**config.mk**
```make
export PLATFORM = sky130hd
export DESIGN_NAME = flag_byte_stuffing_framer
export DESIGN_NICKNAME = d
export VERILOG_FILES = /design/src/hdl/fbsf_pkg.sv /design/src/hdl/fbsf_front.sv /design/src/hdl/fbsf_queue.sv /design/src/hdl/fbsf_back.sv /design/src/hdl/flag_byte_stuffing_framer.sv
export VERILOG_INCLUDE_DIRS = /design/src /design/src/hdl
export SDC_FILE = /design/constraint.sdc
export NUM_CORES = 1
export LEC_CHECK = 0
export ABC_AREA = 1
export BUFFER_PORTS_ARGS = -buffer_cell sky130_fd_sc_hd__buf_2
export CAP_MARGIN = 5
export CORE_UTILIZATION = 55
export CTS_CLUSTER_SIZE = 8
export DETAILED_ROUTE_END_ITERATION = 8
export PLACE_DENSITY = 0.71
export REMOVE_ABC_BUFFERS = 1
export SYNTH_ARGS = -nofsm -noshare
export SYNTH_HDL_FRONTEND = slang
export SYNTH_SLANG_ARGS = --single-unit
```
**constraint.sdc**
```tcl
create_clock -name clk_i -period 2.1 [get_ports clk_i]
set_input_delay 0.105 -clock clk_i [delete_from_list [all_inputs] [get_ports clk_i]]
set_output_delay 0.105 -clock clk_i [all_outputs]
set_load 0.02 [all_outputs]
```
**src/hdl/flag_byte_stuffing_framer_defines.svh**
```systemverilog
// Assertion macros for the flag byte stuffing framer.
// Used by the queue and back-end modules; empty when SYNTHESIS is defined.
`ifndef FLAG_BYTE_STUFFING_FRAMER_DEFINES_SVH
`define FLAG_BYTE_STUFFING_FRAMER_DEFINES_SVH
`ifndef SYNTHESIS
`define FBSF_ASSERT(label, clk, rst_n, prop) \
  label: assert property (@(posedge clk) disable iff (!rst_n) (prop)) \
    else $error("fbsf assertion failed");
`define FBSF_ASSERT_IMPL(label, clk, rst_n, ante, cons) \
  label: assert property (@(posedge clk) disable iff (!rst_n) (ante) |-> (cons)) \
    else $error("fbsf implication failed");
`else
`define FBSF_ASSERT(label, clk, rst_n, prop)
`define FBSF_ASSERT_IMPL(label, clk, rst_n, ante, cons)
`endif
`endif

```
**src/hdl/fbsf_pkg.sv**
```systemverilog
// Package for the flag byte stuffing framer: payload types, framing constants.
// No dependencies.
package fbsf_pkg;

  localparam logic [7:0] FlagByte  = 8'h7E;
  localparam logic [7:0] EscByte   = 8'h7D;
  localparam logic [7:0] EscXor    = 8'h20;
  localparam int         QDepthDef = 4;

  typedef struct packed {
    logic [7:0] data_byte;
    logic       first_of_packet;
    logic       last_of_packet;
    logic       empty_packet;
  } in_t;

  typedef struct packed {
    logic [7:0] out_byte;
    logic       run_end;
    logic       frame_end;
  } out_t;

  // Pending output pieces of one request, emitted in field order.
  typedef struct packed {
    logic       open_flag;
    logic       esc;
    logic       body;
    logic       close_flag;
    logic [7:0] body_byte;
  } desc_t;

endpackage

```
**src/hdl/fbsf_front.sv**
```systemverilog
// Front end: accepts input requests and classifies them into descriptors.
// Depends on fbsf_pkg.
module fbsf_front import fbsf_pkg::*; (
  input  logic  clk_i,
  input  logic  rst_ni,
  input  logic  in_valid_i,
  output logic  in_ready_o,
  input  in_t   in_i,
  output logic  d_vld_o,
  input  logic  d_rdy_i,
  output desc_t d_o
);

  logic  vld_q;
  desc_t desc_d, desc_q;
  logic  is_special;

  assign in_ready_o = !vld_q || d_rdy_i;
  assign is_special = (in_i.data_byte == FlagByte) || (in_i.data_byte == EscByte);

  always_comb begin
    desc_d = '0;
    if (in_i.empty_packet) begin
      desc_d.open_flag  = 1'b1;
      desc_d.close_flag = 1'b1;
    end else begin
      desc_d.open_flag  = in_i.first_of_packet;
      desc_d.esc        = is_special;
      desc_d.body       = 1'b1;
      desc_d.close_flag = in_i.last_of_packet;
      desc_d.body_byte  = is_special ? (in_i.data_byte ^ EscXor) : in_i.data_byte;
    end
  end

  always_ff @(posedge clk_i or negedge rst_ni) begin
    if (!rst_ni) begin
      vld_q <= 1'b0;
    end else if (in_ready_o) begin
      vld_q <= in_valid_i;
    end
  end

  always_ff @(posedge clk_i) begin
    if (in_valid_i && in_ready_o) begin
      desc_q <= desc_d;
    end
  end

  assign d_vld_o = vld_q;
  assign d_o     = desc_q;

endmodule

```
**src/hdl/fbsf_queue.sv**
```systemverilog
// Descriptor queue between front and back end, register-file FIFO.
// Depends on fbsf_pkg and the framer assertion macros.
`include "flag_byte_stuffing_framer_defines.svh"
module fbsf_queue import fbsf_pkg::*; #(
  parameter int Depth = QDepthDef
) (
  input  logic  clk_i,
  input  logic  rst_ni,
  input  logic  push_i,
  output logic  ready_o,
  input  desc_t desc_i,
  output logic  vld_o,
  input  logic  pop_i,
  output desc_t desc_o
);

  localparam int PtrW = (Depth > 1) ? $clog2(Depth) : 1;
  localparam int CntW = $clog2(Depth + 1);

  desc_t            mem_q [Depth];
  logic [PtrW-1:0]  wr_q, rd_q;
  logic [CntW-1:0]  cnt_q, cnt_d;
  logic             full, do_push, do_pop;

  assign full    = (cnt_q == CntW'(Depth));
  assign ready_o = !full;
  assign vld_o   = (cnt_q != '0);
  assign do_push = push_i && !full;
  assign do_pop  = pop_i && vld_o;
  assign desc_o  = mem_q[rd_q];

  always_comb begin
    cnt_d = cnt_q;
    case ({do_push, do_pop})
      2'b10:   cnt_d = cnt_q + 1'b1;
      2'b01:   cnt_d = cnt_q - 1'b1;
      default: cnt_d = cnt_q;
    endcase
  end

  always_ff @(posedge clk_i or negedge rst_ni) begin
    if (!rst_ni) begin
      wr_q  <= '0;
      rd_q  <= '0;
      cnt_q <= '0;
    end else begin
      cnt_q <= cnt_d;
      if (do_push) begin
        wr_q <= (wr_q == PtrW'(Depth - 1)) ? '0 : wr_q + 1'b1;
      end
      if (do_pop) begin
        rd_q <= (rd_q == PtrW'(Depth - 1)) ? '0 : rd_q + 1'b1;
      end
    end
  end

  always_ff @(posedge clk_i) begin
    if (do_push) begin
      mem_q[wr_q] <= desc_i;
    end
  end

  `FBSF_ASSERT(a_cnt_range, clk_i, rst_ni, cnt_q <= CntW'(Depth))
  `FBSF_ASSERT_IMPL(a_pop_nonempty, clk_i, rst_ni, pop_i, vld_o)
  `FBSF_ASSERT_IMPL(a_cnt_track, clk_i, rst_ni, do_push && !do_pop, ##1 cnt_q == $past(cnt_q) + 1'b1)

endmodule

```
**src/hdl/fbsf_back.sv**
```systemverilog
// Back end: expands descriptors into framed bytes through an output register.
// Depends on fbsf_pkg and the framer assertion macros.
`include "flag_byte_stuffing_framer_defines.svh"
module fbsf_back import fbsf_pkg::*; (
  input  logic  clk_i,
  input  logic  rst_ni,
  input  logic  q_vld_i,
  input  desc_t q_desc_i,
  output logic  q_pop_o,
  output logic  out_valid_o,
  input  logic  out_ready_i,
  output out_t  out_o
);

  logic  busy_q, out_vld_q;
  desc_t rem_q, cur, nxt;
  out_t  out_q, res;
  logic  cur_vld, load, more;

  assign cur     = busy_q ? rem_q : q_desc_i;
  assign cur_vld = busy_q || q_vld_i;
  assign load    = cur_vld && (!out_vld_q || out_ready_i);
  assign q_pop_o = load && !busy_q;

  always_comb begin
    nxt = cur;
    res = '0;
    if (cur.open_flag) begin
      res.out_byte  = FlagByte;
      nxt.open_flag = 1'b0;
    end else if (cur.esc) begin
      res.out_byte = EscByte;
      nxt.esc      = 1'b0;
    end else if (cur.body) begin
      res.out_byte = cur.body_byte;
      nxt.body     = 1'b0;
    end else begin
      res.out_byte   = FlagByte;
      res.frame_end  = 1'b1;
      nxt.close_flag = 1'b0;
    end
    more        = nxt.open_flag || nxt.esc || nxt.body || nxt.close_flag;
    res.run_end = !more;
  end

  always_ff @(posedge clk_i or negedge rst_ni) begin
    if (!rst_ni) begin
      busy_q    <= 1'b0;
      out_vld_q <= 1'b0;
    end else if (load) begin
      busy_q    <= more;
      out_vld_q <= 1'b1;
    end else if (out_ready_i) begin
      out_vld_q <= 1'b0;
    end
  end

  always_ff @(posedge clk_i) begin
    if (load) begin
      rem_q <= nxt;
      out_q <= res;
    end
  end

  assign out_valid_o = out_vld_q;
  assign out_o       = out_q;

  `FBSF_ASSERT_IMPL(a_fend_flag, clk_i, rst_ni, out_vld_q && out_q.frame_end, out_q.out_byte == FlagByte && out_q.run_end)
  `FBSF_ASSERT_IMPL(a_busy_work, clk_i, rst_ni, busy_q, rem_q.open_flag || rem_q.esc || rem_q.body || rem_q.close_flag)
  `FBSF_ASSERT_IMPL(a_busy_no_pop, clk_i, rst_ni, busy_q, !q_pop_o)

endmodule

```
**src/hdl/flag_byte_stuffing_framer.sv**
```systemverilog
// An accepted request passes the front register, descriptor queue and output
// register before its first result is valid. Throughput: one request per
// cycle while the queue has room; the back end emits 1 to 4 bytes per request.
// Reset (rst_ni, async, active low) empties the front register, queue and
// output register; the block is ready right after reset.
module flag_byte_stuffing_framer import fbsf_pkg::*; #(
  parameter int QDepth = QDepthDef
) (
  input  logic clk_i,
  input  logic rst_ni,
  input  logic in_valid_i,
  output logic in_ready_o,
  input  in_t  in_i,
  output logic out_valid_o,
  input  logic out_ready_i,
  output out_t out_o
);

  logic  f_vld, q_rdy, q_vld, q_pop;
  desc_t f_desc, q_desc;

  fbsf_front u_front (
    .clk_i      (clk_i),
    .rst_ni     (rst_ni),
    .in_valid_i (in_valid_i),
    .in_ready_o (in_ready_o),
    .in_i       (in_i),
    .d_vld_o    (f_vld),
    .d_rdy_i    (q_rdy),
    .d_o        (f_desc)
  );

  fbsf_queue #(
    .Depth (QDepth)
  ) u_queue (
    .clk_i   (clk_i),
    .rst_ni  (rst_ni),
    .push_i  (f_vld),
    .ready_o (q_rdy),
    .desc_i  (f_desc),
    .vld_o   (q_vld),
    .pop_i   (q_pop),
    .desc_o  (q_desc)
  );

  fbsf_back u_back (
    .clk_i       (clk_i),
    .rst_ni      (rst_ni),
    .q_vld_i     (q_vld),
    .q_desc_i    (q_desc),
    .q_pop_o     (q_pop),
    .out_valid_o (out_valid_o),
    .out_ready_i (out_ready_i),
    .out_o       (out_o)
  );

endmodule
```
==> summary.md, run 1 <==
| Metric | Value |
|---|---|
| Critical Path AT | 2.22 ns |
| CTS tree | done |
| P&R area growth vs syn | 13.6% |
| Crit share post-route | 0.944 |
| GRT overflow | 0 |
| CP Launch Type | register |
| Final non-filler cell area | 4350 µm² |
| Yosys reg bits | 91 |
| Yosys cell types | 34 |
| Relative slew margins | 0.693 |
| Gpl congestion | 0.760 |
| Root Buffer Master | clkbuf_8 |
| Final hold violations | 0 |
| # nets final | 379 |
| Leakage | 0.00176 µW |
| Die width | 85.4 µm |
| Vias per cell | 5.12 |
| EDFF count, synth | 81 |
| First-pass GRT wire length | 10,300 µm |
| CTS Sinks | 91 |
| # port buffers | 26 |
| FP Rows | 30 |
| Data required, critical path | 2.34 ns |
| Initial Util | 0.566 |
| Post-synthesis sequential area ratio | 0.702 |
| Crit-path max FO | 3 |
| Core Footprint | 6760 µm² |
| Ant diodes | 0 |
| Post-DP Area | 4060 µm² |
| Fillers | 523 |
| Register share of total power | 0.449 |
| Internal power | 4210 µW |
| DRC violations left | 0 |
| RSZ-0062 raised after global routing | false |
| TritonCTS buffer count | 9 |
| Comb pwr share | 0.352 |
| Synth Flop Type | edfxtp_1 |
| IO Count | 27 |
| Tmin final | 1.98 ns |
| Slew @ Worst Pin | 0.461 ns |
| Largest net degree at the start of global routing | 26 |
| Max Cap Violations | 0 |
| Final wirelength | 6180 µm |
| Share of cells above drive strength 1 | 0.204 |
| TNS Setup | 0 ns |
| Fin. max-slew vios | 0 |
| Iter 0 DRT Violations | 113 |
| Power Dens Cells | 1520 nW/µm² |
| Gr usage total | 0.193 |
| Cells after Synth | 311 |
| Status | finished, final reports clean |
| Clk_skew | 0.00700 ns |
| Clock Latency Late Sink | 0.36 ns |
| Vias in the first global route | 2,224 |
| Clock Path Buffers | 2 |
| Switching Power | 2390 µW |
| H-tree depth | 3 |
| Setup violations, final | 0 |
| Peak VDD IR | 0.000490 V |
| Drt wl/cell | 14.0 µm |
| Antenna violations before repair | 0 |
| Highest clock rate | 0.504 GHz |
| Inst Count DP | 420 |
| Post-route ant nets | 0 |
| Non-filler instance count after layout | 442 |
| HP Class | primary input to register |
| Sw frac | 0.362 |
| Clock slew at reported path FFs | 0.09 ns |
| Syn Area/Cell | 12.3 µm² |
| Crit end category | register |
| Crit Path Category | register to register |
| Clock power frac | 0.199 |
| Pre-Repair DR Iteration Count | 5 |
| Synth Warn # | 0 |
| Via count | 2,262 |
| Synth async-reset ratio | 0.110 |
| Die Y-Extent | 85.4 µm |
| Fin Hold WS | 0.0369 ns |
| HPWL after DPL | 4190 µm |
| Mapped Area | 3820 µm² |
| Die ar. | 7290 µm² |
[power groups by stage]
| stage | clock (µW) | sequential [µW] | combinational (µW) |
|---|---|---|---|
| finish | 1320 | 2960 | 2320 |
| global route | 1420 | 3020 | 2640 |
| CTS | 1340 | 2970 | 2330 |
| detailed placement | 0 | 3010 | 2300 |
| global placement | 0 | 2980 | 2230 |
| floorplan | 0 | 3120 | 1410 |
[metal layers]
metal  vias up  track usage  routed length [µm]
li1       1160            -                   -
met1      1045        0.249                2900
met2        44        0.300                2960
met3        13       0.0506                 179
met4         0        0.112                 143
met5         -            0                   0
[per-stage QoR]
step                      worst slack (ns)  utilization  total power (µW)
after floorplan                      0.118            -              4540
after global placement               0.225        0.601              5220
after detailed placement            0.0824        0.601              5310
after CTS                           0.0722        0.642              6640
after global routing                0.0262        0.643              7070
final                                0.117        0.643              6600
[timing repair]
action | 4_1_cts | 5_1_grt
hold buffers | 5 | 0
setup buffers | 0 | 1
resized for setup | 0 | 1
setup endpoints to repair | 0 | 1
hold endpoints to repair | 14 | 0
[placed cells by master, fill, tap and decap left out, drive strengths merged, types with 2 or more instances in the layout]
cell	instances
nor2	35
clkbuf	11
edfxtp	81
or2	4
ha	6
o21ai	27
buf	40
a21oi	4
nand4	7
nand2	63
dlygate4sd3	5
nand3	12
inv	36
bufinv	2
o22ai	8
dfrtp	10
[worst paths after layout]
path / startpoint / end / slack, ns / cells past startpoint
setup reg to reg: u_queue.cnt_q[1]$_DFFE_PN0P_ / u_queue.cnt_q[2]$_DFFE_PN0P_ / 0.12 / 8
setup / recovery: u_queue.cnt_q[1]$_DFFE_PN0P_ / u_queue.cnt_q[2]$_DFFE_PN0P_ / 0.12 / 8
min in group asynchronous: rst_ni / u_queue.wr_q[1]$_DFFE_PN0P_ / 0.12 / 2
max in group asynchronous: rst_ni / u_queue.cnt_q[0]$_DFFE_PN0P_ / 1.77 / 2
hold reg to reg: u_front.d_o[11]$_SDFFCE_PP1P_ / u_queue.mem_q[3][11]$_DFFE_PP_ / 0.50 / 0
hold / removal: in_i[5] / u_front.d_o[2]$_SDFFCE_PP0P_ / 0.04 / 3
[critical path, cell delays in order, from the launching register on]
cell     delay (ns)
dfrtp_1        0.39
buf_4          0.15
o31ai_4        0.23
ha_1           0.18
inv_1          0.07
fa_1           0.39
a21oi_1        0.16
o21ai_0        0.12
xor2_1         0.16
[flip-flops by register name, summed over array words and instances, names as in the netlist]
name / flops
u_back.out_valid_o: 1
u_back.rem_q: 11
u_queue.rd_q: 2
u_front.d_vld_o: 1
u_queue.wr_q: 2
u_front.d_o: 12
u_queue.mem_q: 48
u_queue.cnt_q: 3
u_back.out_o: 10
u_back.busy_q: 1
[cell type report]
| class | instances | area, µm² | share of cell area |
|---|---|---|---|
| well taps | 80 | 100 | 0.0230 |
| clock buffers | 11 | 141 | 0.0325 |
| inverters | 35 | 136 | 0.0314 |
| flip-flops and latches | 91 | 2680 | 0.618 |
| repair buffers | 45 | 285 | 0.0656 |
| multi-input cells | 175 | 913 | 0.210 |
| clock inverters | 5 | 85.1 | 0.0196 |
[logic make-up (layout without fill, tap and decap cells)]
| logic type | Yosys count | in the layout | share of synthesized area |
|---|---|---|---|
| buf+inv | 45 | 96 | 0.0596 |
| xor+xnor | 2 | 2 | 0.00458 |
| fa+ha+maj | 7 | 7 | 0.0249 |
| compound gates | 44 | 44 | 0.0690 |
| simple gates | 122 | 122 | 0.140 |
| flops | 91 | 91 | 0.702 |
[cell usage after synthesis, types with 3 or more instances]
| library cell | count | area share |
|---|---|---|
| o21ai_0 | 20 | 0.026 |
| buf_6 | 3 | 0.0088 |
| edfxtp_1 | 81 | 0.64 |
| o21ai_1 | 7 | 0.0092 |
| dfrtp_1 | 10 | 0.065 |
| o22ai_1 | 8 | 0.013 |
| nand3_2 | 3 | 0.0079 |
| inv_1 | 30 | 0.029 |
| nand4_1 | 7 | 0.011 |
| nand2_1 | 59 | 0.058 |
| inv_2 | 4 | 0.0039 |
| nor2_1 | 33 | 0.032 |
| nand2_2 | 3 | 0.0049 |
| a21oi_1 | 4 | 0.0052 |
| ha_1 | 6 | 0.020 |
| nand3_1 | 9 | 0.012 |
(Power assumes the default switching activity.)
==> run 2: changes to the inputs <==
Settings changed: CORE_UTILIZATION 55 to 59, PLACE_DENSITY 0.71 to 0.75.
==> summary.md, run 2 (synthesis gave the netlist of run 1 again) <==
| Metric | Value |
|---|---|
| Pre-Repair DR Iteration Count | 4 (-1) |
| GRT overflow | 0 (unchanged) |
| Crit-path max FO | 3 (unchanged) |
| Final Power | 6500 µW (-1.5%) |
| Die Y-Extent | 82.5 µm (-3.4%) |
| Sw frac | 0.361 (-0.000595) |
| P&R area growth vs syn | 11.9% |
| Post-CTS Setup Repair Bufs | 0 (unchanged) |
| Setup WS pre-CTS | 0.111 ns (+0.0289 ns) |
| Post-route ant nets | 0 (unchanged) |
| Drt wl/cell | 14.3 µm (+2.1%) |
| Via count | 2,278 (+0.71%) |
| Final wirelength | 6180 µm (about the same) |
| Crit Path Category | register to register |
| Slowest stage cell, crit path | dfrtp_1 |
| First-pass GRT wire length | 10,200 µm (-1.3%) |
| # nets final | 375 (-1.1%) |
| FP Rows | 28 (-6.7%) |
| CTS tree | done |
| Antenna violations before repair | 0 (unchanged) |
| Die width | 82.5 µm (-3.4%) |
| Core Footprint | 6100 µm² (-9.8%) |
| Clock power frac | 0.186 (-0.013) |
| Gr usage total | 0.213 (+0.0192) |
| Crit end category | register |
| Most common cell after layout, fill and taps aside | edfxtp_1 |
| Top reg by flops | u_queue.mem_q |
| Vias in the first global route | 2,186 (-1.7%) |
| RSZ-0062 raised after global routing | false |
| Root Buffer Master | clkbuf_8 |
| Register share of total power | 0.455 (+0.006) |
| Crit-path most repeated cell | o21ai_1 |
| Setup violations, final | 0 (unchanged) |
| Internal power | 4160 µW (-1.4%) |
| Comb pwr share | 0.360 (+0.008) |
| Gpl congestion | 0.761 (+0.12%) |
| Highest clock rate | 0.511 GHz (+1.3%) |
| Switching Power | 2350 µW (-1.7%) |
| IO Count | 27 (unchanged) |
| Data required, critical path | 2.32 ns (-0.02 ns) |
| Slew @ Worst Pin | 0.436 ns (-0.0247 ns) |
| Relative slew margins | 0.709 (+0.0161) |
| Critical Path AT | 2.18 ns (-0.04 ns) |
| TritonCTS buffer count | 9 (unchanged) |
| Tmin final | 1.96 ns (-0.0264 ns) |
| H-tree depth | 3 (unchanged) |
| Peak VDD IR | 0.00113 V (+130%) |
| # port buffers | 26 (unchanged) |
| CTS Sinks | 91 (unchanged) |
| Largest net degree at the start of global routing | 23 (-12%) |
| Initial Util | 0.627 (+0.0613) |
| HPWL after DPL | 4280 µm (+2.0%) |
| Clock slew at reported path FFs | 0.08 ns (about the same) |
| CP Launch Type | register |
| Fin Hold WS | 0.0128 ns (-0.0241 ns) |
| Vias per cell | 5.26 (+2.8%) |
| HP Class | primary input to register |
| Crit path cell chain | inv_2 -> nand3_1 -> o21ai_1 -> nor2_2 -> ha_1 -> inv_1 -> fa_1 -> a21oi_1 -> o21ai_1 -> xor2_1 |
| Status | finished, final reports clean |
| Share of cells above drive strength 1 | 0.201 (-0.00330) |
| Clock Path Buffers | 2 (unchanged) |
| Final hold violations | 0 (unchanged) |
| TNS Setup | 0 ns (unchanged) |
| Die ar. | 6810 µm² (-6.6%) |
| Non-filler instance count after layout | 433 (-2.0%) |
| CP max stage delay | 0.44 ns (+0.05 ns) |
| Max reg flops | 48 (unchanged) |
| Inst Count DP | 416 (-0.95%) |
| Clk_skew | 0.00599 ns (-0.00101 ns) |
| Power Dens Cells | 1520 nW/µm² (about the same) |
| Most frequent cells in the layout | edfxtp_1, nand2_1, nor2_1 |
| Clock Latency Late Sink | 0.34 ns (-0.02 ns) |
| Crit share post-route | 0.932 (-0.0126) |
| Setup ws final | 0.144 ns (+0.0264 ns) |
| Max Cap Violations | 0 (unchanged) |
| Iter 0 DRT Violations | 157 (+39%) |
| DRC violations left | 0 (unchanged) |
| Leakage | 0.00173 µW (-1.6%) |
| Fin. max-slew vios | 0 (unchanged) |
| Ant diodes | 0 (unchanged) |
## run 2: timing repair
| action | 4_1_cts | 5_1_grt |
|---|---|---|
| hold endpoints to repair | 10 | 0 |
| setup endpoints to repair | 0 | 1 |
| resized for setup | 0 | 3 |
| hold buffers | 1 | 0 |
## run 2: worst max-delay path: cells and delay by family (launching register included)
| kind | cells | cell delay (ns) |
|---|---|---|
| DFF | 1 | 0.44 |
| buffers and inverters | 2 | 0.15 |
| AOI/OAI and AO/OA | 3 | 0.34 |
| adders and majority gates | 2 | 0.54 |
| and+or+nand+nor | 2 | 0.24 |
| xor gates and xnor gates | 1 | 0.14 |
## run 2: cell type report
class | instances | area (µm²)
Timing Repair Buffer | 41 | 245
Inverter | 35 | 136
Clock inverter | 7 | 82.6
Tap cell | 75 | 93.8
Fill cell | 436 | 1820
Sequential cell | 91 | 2680
Multi-Input combinational cell | 175 | 916
Clock buffer | 9 | 124
## run 2: power by group through the flow
stage	Clock [µW]	Combinational [µW]	Sequential, µW
2_1_floorplan	0	1410	3120
3_3_place_gp	0	2270	2970
3_5_place_dp	0	2330	3000
4_1_cts	1230	2350	2960
5_1_grt	1310	2680	3020
6_report	1210	2340	2960
## run 2: metal layers
| metal | wire, µm | part of all wire | track usage | vias up |
|---|---|---|---|---|
| li1 | - | - | - | 1152 |
| met1 | 2820 | 0.46 | 0.290 | 1056 |
| met2 | 3010 | 0.49 | 0.327 | 66 |
| met3 | 307 | 0.050 | 0.0505 | 4 |
| met4 | 45 | 0.0073 | 0.0931 | 0 |
| met5 | 0 | 0 | 0 | - |
## run 2: path summary, 6_finish.rpt
| check | to | depth (start not counted) | slack, ns | from |
|---|---|---|---|---|
| worst min register to register | u_queue.mem_q[0][10]$_DFFE_PP_ | 0 | 0.50 | u_front.d_o[10]$_SDFFCE_PP0P_ |
| worst min-delay path | u_back.out_valid_o$_DFFE_PN0P_ | 4 | 0.01 | out_ready_i |
| worst max-delay path | u_queue.cnt_q[2]$_DFFE_PN0P_ | 10 | 0.14 | u_queue.cnt_q[0]$_DFFE_PN0P_ |
| max in group asynchronous | u_queue.wr_q[1]$_DFFE_PN0P_ | 2 | 1.77 | rst_ni |
| worst max register to register | u_queue.cnt_q[2]$_DFFE_PN0P_ | 10 | 0.14 | u_queue.cnt_q[0]$_DFFE_PN0P_ |
| min in group asynchronous | u_back.out_valid_o$_DFFE_PN0P_ | 2 | 0.15 | rst_ni |
## run 2: metrics by stage
stage | utilization | cell area (µm²)
after floorplan | - | 3730
after global placement | 0.666 | 4060
after detailed placement | 0.666 | 4060
after CTS | 0.702 | 4280
after global routing | 0.702 | 4280
final | 0.702 | 4280
